File: config.mk
export PLATFORM = sky130hd
export DESIGN_NAME = crc32_image_verifier_core_flat
export DESIGN_NICKNAME = d
export VERILOG_FILES = /design/src/hw/rtl/crciv_pkg.sv /design/src/hw/rtl/crciv_if.sv /design/src/hw/rtl/crc32_image_verifier_core.sv /design/src/flat_wrapper.sv
export SDC_FILE = /design/constraint.sdc
export NUM_CORES = 1
export LEC_CHECK = 0
export ABC_AREA = 1
export BUFFER_PORTS_ARGS = -buffer_cell sky130_fd_sc_hd__buf_2
export CAP_MARGIN = 20
export CORE_ASPECT_RATIO = 1.1
export CORE_MARGIN = 3
export CORE_UTILIZATION = 30
export CTS_CLUSTER_DIAMETER = 200
export CTS_CLUSTER_SIZE = 28
export DETAILED_ROUTE_END_ITERATION = 8
export SLEW_MARGIN = 15
export SYNTH_ARGS = -nofsm -noshare
export SYNTH_HDL_FRONTEND = slang
export SYNTH_SLANG_ARGS = --single-unit
File: constraint.sdc
create_clock -name clk -period 4.4 [get_ports clk]
set_input_delay 0.66 -clock clk [delete_from_list [all_inputs] [get_ports clk]]
set_output_delay 0.66 -clock clk [all_outputs]
set_load 0.02 [all_outputs]
File: src/hw/rtl/crciv_pkg.sv
package crciv_pkg;

    localparam int unsigned BYTE_W   = 8;
    localparam int unsigned CRC_W    = 32;
    localparam int unsigned COUNT_W  = 32;
    localparam int unsigned STATUS_W = 2;
    localparam int unsigned CFG_INDEX_W = 8;
    localparam int unsigned CFG_DATA_W  = 32;

    localparam logic [CRC_W-1:0]   CRC_POLY = 32'hEDB8_8320;
    localparam logic [CRC_W-1:0]   CRC_INIT = 32'hFFFF_FFFF;
    localparam logic [COUNT_W-1:0] IMAGE_LENGTH_RESET = 32'd1;
    localparam logic [CRC_W-1:0]   EXPECTED_CRC_RESET = 32'd0;

    // Register indexes of the configuration channel.
    localparam logic [CFG_INDEX_W-1:0] CFG_IMAGE_LENGTH = 8'd0;
    localparam logic [CFG_INDEX_W-1:0] CFG_EXPECTED_CRC = 8'd1;

    typedef enum logic [STATUS_W-1:0] {
        STATUS_MATCH     = 2'd0,
        STATUS_MISMATCH  = 2'd1,
        STATUS_UNCHECKED = 2'd2
    } status_t;

    // Folds one byte into a reflected CRC-32 register, one bit per step.
    function automatic logic [CRC_W-1:0] fold_byte(
        input logic [CRC_W-1:0]  crc_in,
        input logic [BYTE_W-1:0] data_in
    );
        logic [CRC_W-1:0] crc;
        crc = crc_in ^ {{(CRC_W-BYTE_W){1'b0}}, data_in};
        for (int k = 0; k < BYTE_W; k++) begin
            crc = (crc >> 1) ^ (crc[0] ? CRC_POLY : '0);
        end
        return crc;
    endfunction

endpackage

File: src/hw/rtl/crciv_if.sv
// Image byte channel.
interface crciv_in_if;
    logic                              valid;
    logic                              ready;
    logic [crciv_pkg::BYTE_W-1:0]      data_byte;

    modport source (output valid, output data_byte, input ready);
    modport sink   (input valid, input data_byte, output ready);
endinterface

// Result channel.
interface crciv_out_if;
    logic                              valid;
    logic                              ready;
    logic [crciv_pkg::CRC_W-1:0]       crc_value;
    logic [crciv_pkg::STATUS_W-1:0]    check_status;

    modport source (output valid, output crc_value, output check_status, input ready);
    modport sink   (input valid, input crc_value, input check_status, output ready);
endinterface

// Configuration write channel.
interface crciv_cfg_if;
    logic                              valid;
    logic                              ready;
    logic [crciv_pkg::CFG_INDEX_W-1:0] index;
    logic [crciv_pkg::CFG_DATA_W-1:0]  data;

    modport source (output valid, output index, output data, input ready);
    modport sink   (input valid, input index, input data, output ready);
endinterface

File: src/hw/rtl/crc32_image_verifier_core.sv
// Channel   Direction  Word contents
// -------   ---------  ---------------------------------------------
// image     in         data_byte: next byte of the firmware image
// result    out        crc_value, check_status: one word per image
// cfg       in         index, data: register write (0 length, 1 CRC)
//
// One image byte is taken per clock cycle; the byte-wide CRC update is a
// single eight-step XOR network in front of the CRC register.
// The result word appears in the cycle after the closing byte.
// Reset (rst_n low) restores length one, expected CRC zero, CRC all ones.
// A held result only stalls the byte that would close the next image;
// all other bytes keep flowing. Configuration writes are always taken.
module crc32_image_verifier_core (
    input  logic          clk,
    input  logic          rst_n,
    crciv_in_if.sink      image,
    crciv_out_if.source   result,
    crciv_cfg_if.sink     cfg
);
    import crciv_pkg::*;

    // Configuration registers.
    logic [COUNT_W-1:0] image_length_reg;
    logic [CRC_W-1:0]   expected_crc_reg;

    // Running state of the current image.
    logic [CRC_W-1:0]   crc_reg;
    logic [CRC_W-1:0]   crc_next;
    logic [COUNT_W-1:0] count_reg;
    logic [COUNT_W-1:0] count_next;

    // Result register.
    logic               result_valid_reg;
    logic [CRC_W-1:0]   crc_value_reg;
    status_t            check_status_reg;

    logic [CRC_W-1:0]   folded;
    logic [CRC_W-1:0]   closing_crc;
    logic [COUNT_W-1:0] count_inc;
    logic               closes;
    logic               image_accept;
    status_t            status_next;

    assign cfg.ready = 1'b1;

    always_ff @(posedge clk or negedge rst_n)
    begin
        if (!rst_n)
        begin
            image_length_reg <= IMAGE_LENGTH_RESET;
            expected_crc_reg <= EXPECTED_CRC_RESET;
        end
        else if (cfg.valid)
        begin
            // Writes to an index beyond the register list are dropped.
            if (cfg.index == CFG_IMAGE_LENGTH)
            begin
                image_length_reg <= cfg.data;
            end
            else if (cfg.index == CFG_EXPECTED_CRC)
            begin
                expected_crc_reg <= cfg.data;
            end
        end
    end

    // The byte count wraps at 32 bits. The closing test is a plain
    // less-than on the incremented count, so a length of zero, or a length
    // lowered below the bytes already taken, closes the image on the next
    // byte.
    assign count_inc = count_reg + 1'b1;
    assign closes    = !(count_inc < image_length_reg);

    // Only a closing byte needs room in the result register.
    assign image.ready  = !(closes && result_valid_reg && !result.ready);
    assign image_accept = image.valid && image.ready;

    assign folded      = fold_byte(crc_reg, image.data_byte);
    assign closing_crc = ~folded;

    always_comb
    begin
        if (expected_crc_reg == '0)
        begin
            status_next = STATUS_UNCHECKED;
        end
        else if (closing_crc == expected_crc_reg)
        begin
            status_next = STATUS_MATCH;
        end
        else
        begin
            status_next = STATUS_MISMATCH;
        end
    end

    always_comb
    begin
        crc_next   = crc_reg;
        count_next = count_reg;
        if (image_accept)
        begin
            if (closes)
            begin
                crc_next   = CRC_INIT;
                count_next = '0;
            end
            else
            begin
                crc_next   = folded;
                count_next = count_inc;
            end
        end
    end

    always_ff @(posedge clk or negedge rst_n)
    begin
        if (!rst_n)
        begin
            crc_reg   <= CRC_INIT;
            count_reg <= '0;
        end
        else
        begin
            crc_reg   <= crc_next;
            count_reg <= count_next;
        end
    end

    // Result register: loaded by a closing byte, emptied when taken.
    always_ff @(posedge clk or negedge rst_n)
    begin
        if (!rst_n)
        begin
            result_valid_reg <= 1'b0;
        end
        else if (image_accept && closes)
        begin
            result_valid_reg <= 1'b1;
        end
        else if (result.ready)
        begin
            result_valid_reg <= 1'b0;
        end
    end

    always_ff @(posedge clk)
    begin
        if (image_accept && closes)
        begin
            crc_value_reg    <= closing_crc;
            check_status_reg <= status_next;
        end
    end

    assign result.valid        = result_valid_reg;
    assign result.crc_value    = crc_value_reg;
    assign result.check_status = check_status_reg;

endmodule
File: src/flat_wrapper.sv
// flat-port wrapper written by rule: the top's interface ports become plain ports
module crc32_image_verifier_core_flat import crciv_pkg::*;
  (clk, rst_n, image_valid, image_data_byte, image_ready, result_valid, result_crc_value, result_check_status, result_ready, cfg_valid, cfg_index, cfg_data, cfg_ready);
  crciv_in_if image_i ();
  crciv_out_if result_i ();
  crciv_cfg_if cfg_i ();
  input  logic clk;
  input  logic rst_n;
  input wire logic [$bits(image_i.valid)-1:0] image_valid;
  input wire logic [$bits(image_i.data_byte)-1:0] image_data_byte;
  output wire logic [$bits(image_i.ready)-1:0] image_ready;
  output wire logic [$bits(result_i.valid)-1:0] result_valid;
  output wire logic [$bits(result_i.crc_value)-1:0] result_crc_value;
  output wire logic [$bits(result_i.check_status)-1:0] result_check_status;
  input wire logic [$bits(result_i.ready)-1:0] result_ready;
  input wire logic [$bits(cfg_i.valid)-1:0] cfg_valid;
  input wire logic [$bits(cfg_i.index)-1:0] cfg_index;
  input wire logic [$bits(cfg_i.data)-1:0] cfg_data;
  output wire logic [$bits(cfg_i.ready)-1:0] cfg_ready;
  assign image_i.valid = image_valid;
  assign image_i.data_byte = image_data_byte;
  assign image_ready = image_i.ready;
  assign result_valid = result_i.valid;
  assign result_crc_value = result_i.crc_value;
  assign result_check_status = result_i.check_status;
  assign result_i.ready = result_ready;
  assign cfg_i.valid = cfg_valid;
  assign cfg_i.index = cfg_index;
  assign cfg_i.data = cfg_data;
  assign cfg_ready = cfg_i.ready;
  crc32_image_verifier_core u_core (.clk(clk), .rst_n(rst_n), .image(image_i), .result(result_i), .cfg(cfg_i));
endmodule
==> metrics.csv <==
stage;metric;value;unit
critical_path;critPathKind;reg2out;
power_and_ir_drop;combPwrFrac;0.433;
sta;relSlewSlack;0.437;
layout;syn_to_final_growth;14.8;%
route;drtAntennaViolNets;0;
critical_path;cp.arrival;3490;ps
power_and_ir_drop;p_leak;5.88;nW
global_route;use_met3;0.0221;
power_and_ir_drop;swShare;0.440;
global_route;antenna_found_initial;0;
layout;layout_common_cells;nand2_1, inv_1, dfrtp_1;
layout;diodes;0;
status;status;finished clean;
die;initial_core_util;0.307;
sta;setup_tns;0;ps
critical_path;worst_r2r_path_depth;13;
critical_path;rrSetupSlack;770;ps
route;drc;0;
die;die_h;198;microns
global_route;grt_start_max_net_pins;70;
placement;pre_cts_ws;567;ps
placement;place_area;10900;sq um
die;die-area;35600;sq um
placement;hpwl;21.8;mm
synthesis;ys_warn_count;0;
power_and_ir_drop;powerDensity;560;nW/um^2
placement;place_congestion;0.914;
synthesis;syn_inst;1334;
layout;mostFrequentLayoutCell;nand2_1;
sta;fin_crit;4150;ps
clock_network;root_buffer;clkbuf_16;
power_and_ir_drop;pwr-share-seq;0.336;
sta;final-max-slew-violation-count;0;
clock_network;numCtsBuffers;17;
synthesis;syn_nets;1419;
global_route;met1_usage;0.212;
layout;nNetsFinal;1502;
layout;nFillCells;3467;
clock_network;cts_tree;built;
placement;io_buffers;88;
synthesis;ys_types;44;
job;maxCapViolCount;0;
global_route;grt_overflow;0;
critical_path;cp.required;3740;ps
die;core;32600;sq um
critical_path;end_kind;output port;
synthesis;synth-seq-area-share;0.428;
die;rows;69;
layout;regArea;4290;sq um
sta;fin_worst_skew;15.4;ps
route;drtIter0Drc;678;
layout;drive_gt1_frac;0.165;
power_and_ir_drop;max-vdd-ir-drop;0.000256;V
route;totalWireLength;28.4;mm
global_route;use_met2;0.277;
clock_network;clock-sinks;163;
power_and_ir_drop;clkPwrFrac;0.231;
min_path;hp-class;in2async;
clock_network;clk_latency;440;ps
route;wl_per_cell;15.3;microns
critical_path;r2r-start;u_core.count_reg[2];
synthesis;ys_ff_latch;163;
sta;fin_ws;253;ps
die;io_pins;90;
global_route;grt_pass1_vias;8289;
global_route;grtUsageTotal;0.162;
die;die_w;180;microns
sta;setup_viol;0;
sta;fin_hold_ws;308;ps
layout;multiInputGateArea;4710;sq um
power_and_ir_drop;switching_power;2.83;mW
sta;hold_viol;0;
layout;postLayoutCoreUtil;0.352;
sta;fin_crit_sh;0.942;
route;routed_via_density;4.68;
critical_path;cp-start-kind;register;
synthesis;syn_avg_cell_area;7.51;sq um
synthesis;synth_area;10000;sq um
clock_network;clkTransAtPathRegs;70;ps
sta;timing.fmax;241;MHz
layout;design_area;11500;sq um
sta;tightest_slew;845;ps
route;first_pass_iters;7;
global_route;top_usage_layer;met2;
global_route;grt_first_pass_wirelength;45.7;mm
clock_network;h-tree-depth;4;
critical_path;worstPathMaxFanout;6;
critical_path;worstSetupStartpoint;u_core.count_reg[2];
route;vias;8679;
clock_network;clockBufferDepth;2;
critical_path;r2r_end;u_core.count_reg[10];
power_and_ir_drop;p_int;3.60;mW
==> logic make-up after synthesis <==
family | share of synthesized area
other cells | 0.000374
flops | 0.428
compound gates | 0.0770
fa+ha+maj | 0.0400
buf+inv | 0.106
simple gates | 0.312
xor+xnor | 0.0362
==> power by group through the flow <==
stage               registers (mW)  clock network (mW)  logic [mW]
finish                        2.16                1.49        2.79
global route                  2.19                1.59        3.13
CTS                           2.16                1.52        2.79
detailed placement            2.19                   0        2.78
global placement              2.18                   0        2.73
floorplan                     2.26                   0        1.91
==> metal layers <==
layer	up-vias	part of all wire	routed length [microns]
met5	-	0	0
met2	219	0.49	14000
met4	0	0.023	642
met3	35	0.045	1290
met1	4072	0.44	12500
li1	4353	-	-
==> synthesized netlist by cell type (all sizes together) <==
master	count	area share
nand2	479	0.20
inv	227	0.086
dfrtp	96	0.24
o21ai	95	0.047
nand3	85	0.044
nor2	71	0.027
a21oi	51	0.025
xor2	35	0.031
edfxtp	34	0.10
dfstp	33	0.087
ha	32	0.040
nor3	20	0.012
buf	15	0.015
clkbuf	14	0.0052
nand4	14	0.0087
nor4	12	0.010
nand3b	6	0.0045
xnor2	3	0.0034
or3	2	0.0012
conb	1	0.00037
nor3b	1	0.00075
nor4b	1	0.0015
o211ai	1	0.00075
o21a	1	0.00075
o21bai	1	0.00075
o221ai	1	0.00087
o311ai	1	0.00087
or2	1	0.00063
xnor3	1	0.0022
==> cell type report <==
type	instances	share of cell area
Multi-Input combinational cell	915	0.409
Sequential cell	163	0.373
Inverter	227	0.0748
Tap cell	426	0.0464
Timing Repair Buffer	93	0.0462
Clock buffer	18	0.0382
Clock inverter	14	0.0118
==> timing repair <==
item	CTS	global route
buffers inserted	0	0
endpoints found under the setup margin	0	1
hold buffers	0	0
gates resized for setup	0	8
==> critical path: stages, from the launching register on <==
cell and delay [ps]:
dfrtp_1 460, nand2_1 130, nor3_4 240, nand2_2 170, nor3_4 260, nand2_1 130, nor2_1 130, xor2_1 200
inv_1 70, ha_1 270, nand3_1 100, nor3_1 150, nand2_1 70, nand2_1 180, nand2_1 130, nand2_2 110
nand2_4 80, buf_2 170
==> how the worst max path moves through the flow <==
stage                     cells past startpoint                             to
after detailed placement                     15                    image_ready
after global placement                       17                    image_ready
after global routing                         17                    image_ready
after CTS                                    15                    image_ready
final                                        17                    image_ready
after floorplan                              13  u_core.result.check_status[0]
==> metrics by stage <==
stage,power [mW],instances
after floorplan,4.17,1334
after global placement,4.91,1823
after detailed placement,4.97,1823
after CTS,6.48,1855
after global routing,6.91,1856
final,6.43,1856
Note: power is estimated with default switching activity, not from simulation.
